<file path="src/etve_pkg.sv">
// ----------------------------------------------------------------------------
// etve_pkg
// Shared types and constants for the eased tween value engine.
// ----------------------------------------------------------------------------
package etve_pkg;

    // Fraction bits of the progress and easing values.
    localparam int FRAC_BITS = 16;

    // Counter width of the iterative divider (one quotient bit a cycle).
    localparam int DIV_CNT_W = $clog2(FRAC_BITS);

    // Shared multiplier: signed 33-bit operand times unsigned FRAC_BITS+1 operand.
    localparam int MUL_A_W = 33;
    localparam int MUL_B_W = FRAC_BITS + 1;
    localparam int PROD_W  = MUL_A_W + MUL_B_W + 1;

    // Input item operation codes.
    typedef enum logic [1:0] {
        OP_TICK   = 2'd0,
        OP_START  = 2'd1,
        OP_CANCEL = 2'd2
    } op_t;

    // Easing selector codes; the unused code behaves as ease-in-out.
    typedef enum logic [1:0] {
        EASE_LINEAR = 2'd0,
        EASE_OUT    = 2'd1,
        EASE_INOUT  = 2'd2
    } easing_t;

    // Configuration register indexes (byte address is four times the index).
    typedef enum logic [2:0] {
        REG_START_VALUE = 3'd0,
        REG_END_VALUE   = 3'd1,
        REG_DURATION    = 3'd2,
        REG_EASING      = 3'd3,
        REG_LOOP        = 3'd4,
        REG_ALTERNATE   = 3'd5
    } reg_idx_t;

    // Sequencer states.
    typedef enum logic [3:0] {
        S_IDLE,
        S_EVAL,
        S_DIV,
        S_SQ,
        S_CUBE,
        S_EASE,
        S_LERP,
        S_SUM,
        S_FINISH
    } state_t;

endpackage

</file>
<file path="src/etve_div.sv">
// ----------------------------------------------------------------------------
// etve_div
// Restoring divider that forms the progress fraction (dividend << FRAC_BITS)
// / divisor, one quotient bit a cycle. The dividend must be below the divisor.
// ----------------------------------------------------------------------------
module etve_div
    import etve_pkg::*;
(
    input  logic                 clk,
    input  logic                 rst_n,
    input  logic                 start,
    input  logic [31:0]          dividend,
    input  logic [31:0]          divisor,
    output logic [FRAC_BITS-1:0] quotient,
    output logic                 done
);

    logic                 busy_reg;
    logic                 busy_next;
    logic                 done_reg;
    logic                 done_next;
    logic [DIV_CNT_W-1:0] cnt_reg;
    logic [DIV_CNT_W-1:0] cnt_next;
    logic [31:0]          rem_reg;
    logic [31:0]          rem_next;
    logic [FRAC_BITS-1:0] quo_reg;
    logic [FRAC_BITS-1:0] quo_next;
    logic [32:0]          rem_shift;
    logic [32:0]          rem_sub;
    logic                 fits;

    // One trial subtraction of the doubled remainder.
    assign rem_shift = {rem_reg, 1'b0};
    assign rem_sub   = rem_shift - {1'b0, divisor};
    assign fits      = rem_shift >= {1'b0, divisor};

    // Step control and quotient shift.
    always_comb
    begin
        busy_next = busy_reg;
        done_next = 1'b0;
        cnt_next  = cnt_reg;
        rem_next  = rem_reg;
        quo_next  = quo_reg;
        if (start)
        begin
            busy_next = 1'b1;
            cnt_next  = DIV_CNT_W'(FRAC_BITS - 1);
            rem_next  = dividend;
        end
        else if (busy_reg)
        begin
            rem_next = fits ? rem_sub[31:0] : rem_shift[31:0];
            quo_next = {quo_reg[FRAC_BITS-2:0], fits};
            cnt_next = cnt_reg - 1'b1;
            if (cnt_reg == '0)
            begin
                busy_next = 1'b0;
                done_next = 1'b1;
            end
        end
    end

    // Control registers.
    always_ff @(posedge clk or negedge rst_n)
    begin
        if (!rst_n)
        begin
            busy_reg <= 1'b0;
            done_reg <= 1'b0;
        end
        else
        begin
            busy_reg <= busy_next;
            done_reg <= done_next;
        end
    end

    // Datapath registers.
    always_ff @(posedge clk)
    begin
        cnt_reg <= cnt_next;
        rem_reg <= rem_next;
        quo_reg <= quo_next;
    end

    assign quotient = quo_reg;
    assign done     = done_reg;

endmodule

</file>
<file path="src/eased_tween_value_engine.sv">
// ----------------------------------------------------------------------------
// eased_tween_value_engine
// Single-slot tween engine: eased interpolation between two Q16.16 endpoints.
// ----------------------------------------------------------------------------
// Each input item carries an operation in s_tuser and a time stamp in s_tdata
// and produces exactly one result item. Start, cancel and ignored items, ticks
// while idle, and ticks at or past the end of the duration go from evaluation
// straight to the finish step, which presents their result. A tick inside the
// duration passes evaluation, the restoring divider that forms the progress
// fraction (FRAC_BITS quotient steps and its done flag), for the cubic curves
// the square and cube passes through the one shared 33 by 17 bit multiplier
// and the easing step, then the interpolation pass on that multiplier, a final
// add and the output load. The engine takes one item at a time; s_tready is
// high while it idles. A finished result waits in the output register; the
// next item is taken but holds in its finish step until that register is free.
// Configuration must be written through the APB port only while the engine
// idles; the block itself does not enforce this.
module eased_tween_value_engine
    import etve_pkg::*;
(
    input  logic        clk,
    input  logic        rst_n,
    // Input item stream.
    input  logic        s_tvalid,
    output logic        s_tready,
    input  logic [31:0] s_tdata,    // [31:0] now_time
    input  logic [1:0]  s_tuser,    // [1:0] operation
    // Result item stream.
    output logic        m_tvalid,
    input  logic        m_tready,
    output logic [39:0] m_tdata,    // [31:0] value, [32] updated, [33] completed,
                                    // [34] running, [39:35] zero
    // Configuration port.
    input  logic        psel,
    input  logic        penable,
    input  logic        pwrite,
    input  logic [4:0]  paddr,
    input  logic [31:0] pwdata,
    output logic [31:0] prdata,
    output logic        pready
);

    localparam logic [FRAC_BITS:0] ONE = {1'b1, {FRAC_BITS{1'b0}}};

    // Configuration registers.
    logic [31:0] start_value_reg;
    logic [31:0] end_value_reg;
    logic [31:0] duration_reg;
    logic [1:0]  easing_reg;
    logic        loop_reg;
    logic        alternate_reg;
    logic        cfg_write;
    logic [2:0]  cfg_index;

    // Tween state.
    logic        active_reg;
    logic        active_next;
    logic        first_seen_reg;
    logic        first_seen_next;
    logic        forward_reg;
    logic        forward_next;
    logic [31:0] begin_time_reg;
    logic [31:0] begin_time_next;

    // Sequencer and item registers.
    state_t      state_reg;
    state_t      state_next;
    logic [1:0]  op_reg;
    logic [31:0] now_reg;
    logic        at_end_reg;
    logic        half_reg;
    logic [FRAC_BITS:0] x_reg;
    logic [FRAC_BITS:0] e_reg;
    logic signed [PROD_W-1:0] prod_reg;
    logic [31:0] lerp_value_reg;

    // Output register.
    logic        m_tvalid_reg;
    logic        m_tvalid_next;
    logic [39:0] m_tdata_reg;
    logic [39:0] m_tdata_next;

    // Combinational helpers.
    logic        in_accept;
    logic        out_free;
    logic [31:0] dur_w;
    logic [31:0] from_w;
    logic [31:0] to_w;
    logic [31:0] begin_w;
    logic [31:0] elapsed_w;
    logic        at_end_w;
    logic        tick_active_w;
    logic        div_start;
    logic        div_done;
    logic [FRAC_BITS-1:0] div_q;
    logic [FRAC_BITS:0]   p_w;
    logic [FRAC_BITS:0]   x_w;
    logic        half_w;
    logic [FRAC_BITS:0]   cube_w;
    logic [FRAC_BITS:0]   ease_w;
    logic signed [MUL_A_W-1:0] mul_a;
    logic [MUL_B_W-1:0]        mul_b;
    logic signed [PROD_W-1:0]  prod_w;
    logic signed [PROD_W-1:0]  delta_w;
    logic signed [MUL_A_W-1:0] diff_w;
    logic        out_updated;
    logic        out_completed;
    logic [31:0] out_value;

    // ------------------------------------------------------------------
    // Configuration port.
    // ------------------------------------------------------------------
    assign pready    = 1'b1;
    assign cfg_write = psel && penable && pwrite;
    assign cfg_index = paddr[4:2];

    always_ff @(posedge clk or negedge rst_n)
    begin
        if (!rst_n)
        begin
            start_value_reg <= '0;
            end_value_reg   <= '0;
            duration_reg    <= 32'd1;
            easing_reg      <= EASE_LINEAR;
            loop_reg        <= 1'b0;
            alternate_reg   <= 1'b0;
        end
        else if (cfg_write)
        begin
            case (cfg_index)
                REG_START_VALUE: start_value_reg <= pwdata;
                REG_END_VALUE:   end_value_reg   <= pwdata;
                REG_DURATION:    duration_reg    <= pwdata;
                REG_EASING:      easing_reg      <= pwdata[1:0];
                REG_LOOP:        loop_reg        <= pwdata[0];
                REG_ALTERNATE:   alternate_reg   <= pwdata[0];
                default:         ;
            endcase
        end
    end

    // Register read-back.
    always_comb
    begin
        case (cfg_index)
            REG_START_VALUE: prdata = start_value_reg;
            REG_END_VALUE:   prdata = end_value_reg;
            REG_DURATION:    prdata = duration_reg;
            REG_EASING:      prdata = {30'd0, easing_reg};
            REG_LOOP:        prdata = {31'd0, loop_reg};
            REG_ALTERNATE:   prdata = {31'd0, alternate_reg};
            default:         prdata = '0;
        endcase
    end

    // ------------------------------------------------------------------
    // Timing and endpoints.
    // ------------------------------------------------------------------
    assign in_accept     = s_tvalid && s_tready;
    assign out_free      = !m_tvalid_reg || m_tready;
    assign dur_w         = (duration_reg == '0) ? 32'd1 : duration_reg;
    assign from_w        = forward_reg ? start_value_reg : end_value_reg;
    assign to_w          = forward_reg ? end_value_reg : start_value_reg;
    assign begin_w       = first_seen_reg ? begin_time_reg : now_reg;
    assign elapsed_w     = now_reg - begin_w;
    assign at_end_w      = elapsed_w >= dur_w;
    assign tick_active_w = (op_reg == OP_TICK) && active_reg;
    assign diff_w        = $signed({to_w[31], to_w}) - $signed({from_w[31], from_w});

    // Progress fraction divider.
    etve_div u_div (
        .clk      (clk),
        .rst_n    (rst_n),
        .start    (div_start),
        .dividend (elapsed_w),
        .divisor  (dur_w),
        .quotient (div_q),
        .done     (div_done)
    );

    // Easing operand from the progress fraction.
    assign p_w    = {1'b0, div_q};
    assign half_w = !div_q[FRAC_BITS-1];

    always_comb
    begin
        case (easing_reg)
            EASE_LINEAR: x_w = p_w;
            EASE_OUT:    x_w = ONE - p_w;
            default:     x_w = half_w ? p_w : (FRAC_BITS+1)'((ONE - p_w) << 1);
        endcase
    end

    // Easing result from the truncated cube (the operand itself for linear easing).
    assign cube_w = prod_reg[FRAC_BITS +: FRAC_BITS+1];

    always_comb
    begin
        case (easing_reg)
            EASE_LINEAR: ease_w = x_reg;
            EASE_OUT:    ease_w = ONE - cube_w;
            default:     ease_w = half_reg ? (FRAC_BITS+1)'(cube_w << 2)
                                           : ONE - (cube_w >> 1);
        endcase
    end

    // ------------------------------------------------------------------
    // Shared multiplier, one use per sequencer step.
    // ------------------------------------------------------------------
    always_comb
    begin
        case (state_reg)
            S_SQ:
            begin
                mul_a = $signed({{(MUL_A_W-FRAC_BITS-1){1'b0}}, x_reg});
                mul_b = x_reg;
            end
            S_CUBE:
            begin
                mul_a = $signed({{(MUL_A_W-FRAC_BITS-1){1'b0}}, cube_w});
                mul_b = x_reg;
            end
            default:
            begin
                mul_a = diff_w;
                mul_b = e_reg;
            end
        endcase
    end

    assign prod_w  = mul_a * $signed({1'b0, mul_b});
    assign delta_w = prod_reg >>> FRAC_BITS;

    // ------------------------------------------------------------------
    // Sequencer next state.
    // ------------------------------------------------------------------
    always_comb
    begin
        state_next = state_reg;
        case (state_reg)
            S_IDLE:
                if (in_accept)
                begin
                    state_next = S_EVAL;
                end
            S_EVAL:
                state_next = (tick_active_w && !at_end_w) ? S_DIV : S_FINISH;
            S_DIV:
                if (div_done)
                begin
                    state_next = (easing_reg == EASE_LINEAR) ? S_LERP : S_SQ;
                end
            S_SQ:     state_next = S_CUBE;
            S_CUBE:   state_next = S_EASE;
            S_EASE:   state_next = S_LERP;
            S_LERP:   state_next = S_SUM;
            S_SUM:    state_next = S_FINISH;
            S_FINISH:
                if (out_free)
                begin
                    state_next = S_IDLE;
                end
            default:  state_next = S_IDLE;
        endcase
    end

    // ------------------------------------------------------------------
    // Sequencer outputs.
    // ------------------------------------------------------------------
    always_comb
    begin
        s_tready  = (state_reg == S_IDLE);
        div_start = (state_reg == S_EVAL) && tick_active_w && !at_end_w;
    end

    // Result fields and state update when the result is issued.
    always_comb
    begin
        active_next     = active_reg;
        first_seen_next = first_seen_reg;
        forward_next    = forward_reg;
        begin_time_next = begin_time_reg;
        out_value       = '0;
        out_updated     = 1'b0;
        out_completed   = 1'b0;
        case (op_reg)
            OP_START:
            begin
                active_next     = 1'b1;
                first_seen_next = 1'b0;
                forward_next    = 1'b1;
            end
            OP_CANCEL:
                active_next = 1'b0;
            OP_TICK:
                if (active_reg)
                begin
                    out_updated     = 1'b1;
                    first_seen_next = 1'b1;
                    begin_time_next = begin_w;
                    out_value       = lerp_value_reg;
                    if (at_end_reg)
                    begin
                        out_value = to_w;
                        if (loop_reg)
                        begin
                            begin_time_next = now_reg;
                            if (alternate_reg)
                            begin
                                forward_next = !forward_reg;
                            end
                        end
                        else
                        begin
                            active_next   = 1'b0;
                            out_completed = 1'b1;
                        end
                    end
                end
            default: ;
        endcase
    end

    // Output register loading.
    always_comb
    begin
        m_tvalid_next = m_tvalid_reg && !m_tready;
        m_tdata_next  = m_tdata_reg;
        if ((state_reg == S_FINISH) && out_free)
        begin
            m_tvalid_next = 1'b1;
            m_tdata_next  = {5'd0, active_next, out_completed, out_updated, out_value};
        end
    end

    // ------------------------------------------------------------------
    // Control registers.
    // ------------------------------------------------------------------
    always_ff @(posedge clk or negedge rst_n)
    begin
        if (!rst_n)
        begin
            state_reg      <= S_IDLE;
            m_tvalid_reg   <= 1'b0;
            active_reg     <= 1'b0;
            first_seen_reg <= 1'b0;
            forward_reg    <= 1'b1;
            begin_time_reg <= '0;
        end
        else
        begin
            state_reg    <= state_next;
            m_tvalid_reg <= m_tvalid_next;
            if ((state_reg == S_FINISH) && out_free)
            begin
                active_reg     <= active_next;
                first_seen_reg <= first_seen_next;
                forward_reg    <= forward_next;
                begin_time_reg <= begin_time_next;
            end
        end
    end

    // ------------------------------------------------------------------
    // Datapath registers.
    // ------------------------------------------------------------------
    always_ff @(posedge clk)
    begin
        m_tdata_reg <= m_tdata_next;
        if (in_accept)
        begin
            op_reg  <= s_tuser;
            now_reg <= s_tdata;
        end
        if (state_reg == S_EVAL)
        begin
            at_end_reg <= at_end_w;
        end
        if ((state_reg == S_DIV) && div_done)
        begin
            x_reg    <= x_w;
            half_reg <= half_w;
            e_reg    <= p_w;
        end
        if (state_reg == S_EASE)
        begin
            e_reg <= ease_w;
        end
        if ((state_reg == S_SQ) || (state_reg == S_CUBE) || (state_reg == S_LERP))
        begin
            prod_reg <= prod_w;
        end
        if (state_reg == S_SUM)
        begin
            lerp_value_reg <= from_w + delta_w[31:0];
        end
    end

    assign m_tvalid = m_tvalid_reg;
    assign m_tdata  = m_tdata_reg;

`ifndef SYNTH
    // An accepted item always starts with the evaluation step.
    assert property (@(posedge clk) disable iff (!rst_n)
        in_accept |=> (state_reg == S_EVAL))
        else $error("accepted item did not enter evaluation");

    // The divider only reports completion while the sequencer waits on it.
    assert property (@(posedge clk) disable iff (!rst_n)
        div_done |-> (state_reg == S_DIV))
        else $error("divider finished outside the divide step");

    // The eased fraction never exceeds one.
    assert property (@(posedge clk) disable iff (!rst_n)
        (state_reg == S_LERP) |-> (e_reg <= ONE))
        else $error("eased fraction above one");

    // A completion flag comes with an update and a stopped tween.
    assert property (@(posedge clk) disable iff (!rst_n)
        (m_tvalid_reg && m_tdata_reg[33]) |-> (m_tdata_reg[32] && !m_tdata_reg[34]))
        else $error("completed result with inconsistent flags");
`endif

endmodule

</file>
<file path="config.mk">
export PLATFORM = sky130hd
export DESIGN_NAME = eased_tween_value_engine
export DESIGN_NICKNAME = d
export VERILOG_FILES = /design/src/etve_pkg.sv /design/src/etve_div.sv /design/src/eased_tween_value_engine.sv
export SDC_FILE = /design/constraint.sdc
export NUM_CORES = 2
export LEC_CHECK = 0
export ABC_AREA = 0
export BUFFER_PORTS_ARGS = -buffer_cell sky130_fd_sc_hd__buf_2
export CORE_UTILIZATION = 65
export DETAILED_ROUTE_END_ITERATION = 12
export PLACE_DENSITY = 0.89
export RECOVER_POWER = 50
export SETUP_SLACK_MARGIN = 0.2
export SLEW_MARGIN = 15
export SYNTH_ARGS = -nofsm -noshare
export SYNTH_HDL_FRONTEND = slang
export SYNTH_SLANG_ARGS = --single-unit
</file>
<file path="constraint.sdc">
create_clock -name clk -period 13.2 [get_ports clk]
set_input_delay 1.98 -clock clk [delete_from_list [all_inputs] [get_ports clk]]
set_output_delay 1.98 -clock clk [all_outputs]
set_load 0.03 [all_outputs]
</file>
======== After elaboration in Yosys (flattened, before gate mapping) ========
Cells that the tools add are included.
word-level totals
  bits in registers ....................... 379
  input bits .............................. 78
  output and inout port bits .............. 75
  logic and storage cells ................. 150
operators by class
  add/sub/neg operators ................... 8
  multipliers ............................. 1
  order comparisons ....................... 2
  eq/ne operators ......................... 23
  muxes and demuxes ....................... 45
  bitwise logic cells ..................... 1
  reductions and logical operators ........ 41
operator list
  cell                                                 count
  2-to-1 mux 32 bit                                    10
  one-hot mux 32 bit (6 select lines)                  1
  2-to-1 mux 17 bit                                    5
  one-hot mux 17 bit (2 select lines)                  2
  one-hot mux 33 bit (2 select lines)                  1
  subtractor 32 bit                                    2
  multiplier 33 x 18 -> 48 bit                         1
  one-hot mux 4 bit (9 select lines)                   1
  subtractor 17 x 16 -> 17 bit, first input constant   2
  >= comparator 33 x 32 -> 1 bit                       1
  subtractor 32 x 32 -> 33 bit                         1
  adder 32 bit                                         1
  >= comparator 32 bit                                 1
  zero test 32 bit                                     1
  2-to-1 mux 1 bit                                     17
  subtractor 17 bit, first input constant              1
  equality test 4 x 3 -> 1 bit, second input constant  4
  2-to-1 mux 4 bit                                     4
  AND reduction 2 bit                                  8
  AND reduction 3 bit                                  4
  logical AND 1 bit                                    10
  inequality test 2 bit, second input constant         5
  equality test 4 x 2 -> 1 bit, second input constant  2
  zero test 4 bit                                      2
  other kinds (20)                                     34

======== Depth between registers and ports, before layout ========
  depth in word-level cells ............... 7
  gate-level depth with buffers ........... 44
  mapped depth without buffers ............ 39

======== Hierarchy ========
From an unflattened synthesis, not the netlist that was laid out.
second synthesis, totals
  cells, all modules ...................... 4764
  area total of the unflattened synthesis .. 42933.7 um^2
by module, submodules not included
  module                    instances  cells an instance  area each (um^2)  sequential area each (um^2)
  eased_tween_value_engine  1          4294               38684.6           8580.7
  etve_div                  1          470                4249.1            1571.5

======== Least setup slack after synthesis ========
Ideal clock, no wire load.
  kind .................................... register to register
  start point ............................. register forward_reg
  end point ............................... register prod_reg[47] (data pin)
  library setup time ...................... 264 ps
  data arrival time ....................... 10001 ps
  data required time ...................... 12936 ps
  setup slack ............................. 2935 ps
  stages on the path, launching flop included .. 42
  path buffers ............................ 4
  period minus slack after synthesis ...... 10265 ps
  cells stage by stage .................... dfstp_2 clkbuf_1 inv_1 buf_2 clkbuf_1 mux2_2 ha_1 nor4_2 a2111oi_2 o211ai_2 a211oi_2 o41ai_2 a31oi_2 maj3_4 a221o_1 xor2_1 clkbuf_1 nor2_1 [... 6 more ...] fa_1 inv_1 fa_1 inv_1 ha_1 a211oi_1 nand2_1 a211oi_1 nand2_1 o221a_2 a41o_1 a21o_1 nand2_1 a311oi_1 a311oi_1 xnor2_1 xnor2_1 xnor2_1
between the ends
  word-level cells in the longest chain between the ends .. 4
  elaborated cells on any way between the ends .. 5
  those cells by class .................... add/sub: 1; mul: 1; mux: 3
RTL lines
  item                                     RTL line                                                          source
  from (decl)                              eased_tween_value_engine.sv:60                                    logic forward_reg;
  from (signal assigned)                   eased_tween_value_engine.sv:358                                   forward_reg <= forward_next;
  2-to-1 mux 32 bit (on tied branches)     eased_tween_value_engine.sv:163, eased_tween_value_engine.sv:162
  subtractor 32 x 32 -> 33 bit (*)         eased_tween_value_engine.sv:168                                   assign diff_w = $signed({to_w[31], to_w}) - $signed({from_w[31], from_w});
  one-hot mux 33 bit (2 select lines) (*)  eased_tween_value_engine.sv:212                                   case (state_reg)
  multiplier 33 x 18 -> 48 bit (*)         eased_tween_value_engine.sv:231                                   assign prod_w = mul_a * $signed({1'b0, mul_b});
  named net prod_w[47]                     eased_tween_value_engine.sv:103                                   logic signed [PROD_W-1:0] prod_w;
  to (signal assigned)                     eased_tween_value_engine.sv:391                                   prod_reg <= prod_w;
  to (decl)                                eased_tween_value_engine.sv:74                                    logic signed [PROD_W-1:0] prod_reg;
Mark *: on every way through the listed nets, which the timed path passes. The rest lies on a longest branch.
A chain may end at the register's enable or synchronous reset.

======== Worst setup path after layout ========
Same ends and word-level chain as after synthesis.

==> impl_results.md <==
- Run status: finished with violations
- Failing checks: max-capacitance violations, max-slew violations
- Total core area: approximately 66000 sq um
- Nets@finish: ~5700
- # port buffers: 144
- Filler cell count: 4979
- Number of warnings printed during yosys synthesis: 0
- Area grow syn2layout: 5.92%
- Hold Violations, Final: 0
- TritonCTS clock tree: yes
- Vias/cell: approximately 6.3
- Deepest clock path buffer count: 3
- Ys async rst share: 39.1%
- Antenna Cells: 0
- Ys flop type: edfxtp_1
- First-pass DRT Iterations: 7
- Worst EP arrival: between 10 and 15 ns
- CP required: between 10 and 15 ns
- Initial antenna violation count: 0
- Commonest non-fill, non-tap cell in the layout: inv_1
- Max Cap Viol: 10
- Max Freq: around 83 MHz
- Clk Latency, worst-skew pair: roughly 0.57 ns
- Critical Path Sink Type: flip-flop
- Largest net degree at the start of global routing: 78
- Die extent in x: 260 um
- EDFF count, synth: roughly 220
- Global route overflow: 0
- Synthesized cell area: ~43000 sq um
- Post-layout min period: approximately 12 ns
- CTS clock-pin slew for the worst setup and hold paths: 0.07 ns
- CTS HTree Levels: 2
- Row cnt: between 90 and 100
- RSZ-0062 raised after global routing: no
- Starting DRT DRC Count: around 4500
- Setup violators final: 0
- Cell mode on critical path: fa_1
- DRC errors left: 0
- Most frequent cells in the layout: inv_1, nor2_1, fa_1, nand2_1, ha_1
- WL/cell: between 20 and 25 um
- Full die area: around 68000 sq um
- Register area share after synthesis: approximately a quarter
- Worst Setup Path Type: flip-flop to flip-flop
- Vias in the first global route: between 30000 and 40000
- Area of the multi-input gates: between 20000 and 30000 sq um
- Final WS setup: roughly 1.1 ns
- Synthesized area per cell: 8.98 sq um
- Reg area: between 10000 and 15000 sq um
- Hold WS: about 0.51 ns
- Hold-fix buffers, CTS: 0
- Worst clock skew: 0.0192 ns
- Post-CTS Resized: 0
- Vias post-DR: 36100
- CTS buffer count: 37
- Max stage delay on crit path: about 1 ns
- Gate Count Post-Synth: around 4800
- First-pass GRT wire length: 199000 um
- CTS Sinks: ~360
- Flops & latches, synth: 363
- Crit-path slowest cell: dfstp_1
- Placement Setup Slack: 1.82 ns
- Fin util: between 60% and 70%
- Final HPWL DP: around 100000 um
- Worst rel slew slack: -203%
- Path category of the worst min-delay check: flip-flop to flip-flop
- Netlist cell types: 95
- Slew @ Worst Pin: between 4 and 5 ns
- Post-CTS setup buffer count: 0
- Share of layout cells above drive strength 1: a little under 8%
- Startpoint Class: flip-flop
- Total track usage: 38.1%
- Initial core utilization: 65.9%
- Die Y: roughly 260 um
- Largest register FFs: 35
- Total wire length: approximately 130000 um
- Routability cong.: 0.995
- I/O pin count: roughly 150
- Antenna Nets Post-Route: 0
- Final slew viol count: 484
- Setup TNS: 0 ns
- Period Utilization, post-route: roughly nine tenths
- CP Max Fanout: 19
- Root Driver: clkbuf_16
==> logic make-up after synthesis <==
logic type                 share of synthesized area [%]
and+or+nand+nor                                     15.0
buffers and inverters                               8.48
adders and majority gates                           32.0
AOI/OAI and AO/OA                                   11.5
DFF                                                 23.4
muxes                                               5.64
xor gates and xnor gates                            4.06
other                                             0.0173
==> routing by layer <==
metal | global-route usage [%] | part of all wire [%] | wire (um) | vias to the layer above
met5 | 0 | 0 | 0 | -
met1 | 50.8 | 38 | 47500 | 17400
met4 | 19.5 | 6.0 | 7600 | 0
met2 | 58.9 | 45 | 56300 | 2251
li1 | - | - | - | 15800
met3 | 7.91 | 12 | 14800 | 540
==> final cells by class <==
type	count	area share, %
clock buffer	52	2.29
clock inverter	15	0.308
multi-input combinational	3508	64.5
sequential	363	22.1
tap	864	2.35
inverter	741	6.05
timing repair buffer	205	2.43
==> per-stage QoR <==
stage               cells  area (sq um)
detailed placement   5681         44800
global route         5748         45900
global placement     5681         44800
CTS                  5748         46000
floorplan            4833         43400
finish               5748         45900
==> synth_stat cells (16+ instances only) <==
cell type	instances	area (sq um)
inv_1	740	2780
nor2_1	553	2080
fa_1	517	10300
nand2_1	499	1870
ha_1	242	3030
a21oi_1	227	1140
o21ai_0	226	1130
edfxtp_1	217	6520
clkbuf_1	186	698
mux2i_1	141	1410
dfrtp_1	140	3500
xnor2_1	131	1150
mux2_2	85	957
xor2_1	70	613
a21o_1	66	495
nand3_1	65	325
nand2b_1	62	388
nor2b_1	55	344
a211oi_1	50	375
and2_1	47	294
maj3_1	46	460
nor3_1	38	190
nand4_1	24	150
o21a_1	22	165
nor4_1	21	131
or3_1	21	131
or2_2	18	113
a22oi_1	17	128
a31oi_1	17	106
and3_1	17	106
o211ai_1	17	128
buf_2	16	80.1
o21bai_1	16	120
==> path summary, 6_finish.rpt <==
kind                            depth (start not counted)                  to               start  slack [ns]
worst min-delay path                                    1  begin_time_reg[27]  begin_time_reg[27]        0.51
worst max register to register                         37        prod_reg[47]         forward_reg        1.12
min in group asynchronous                               1  begin_time_reg[13]               rst_n        3.02
max in group asynchronous                               2      first_seen_reg               rst_n        4.52
worst max-delay path                                   37        prod_reg[47]         forward_reg        1.12
worst min register to register                          1  begin_time_reg[27]  begin_time_reg[27]        0.51
==> worst max-delay path, delay by kind of cell (launching register included) <==
kind / cells / cell delay (ns)
buffers and inverters: 5 / 0.39
adder cells (fa/ha/maj): 9 / 4.06
XOR/XNOR: 4 / 1.47
flip-flops: 1 / 1.03
AND/OR/NAND/NOR: 5 / 0.85
multiplexers: 1 / 0.31
AO/OA/AOI/OAI: 13 / 3.66
Power is not shown: default switching activity piles up to over one toggle a cycle in this logic, so the estimate is an artifact.
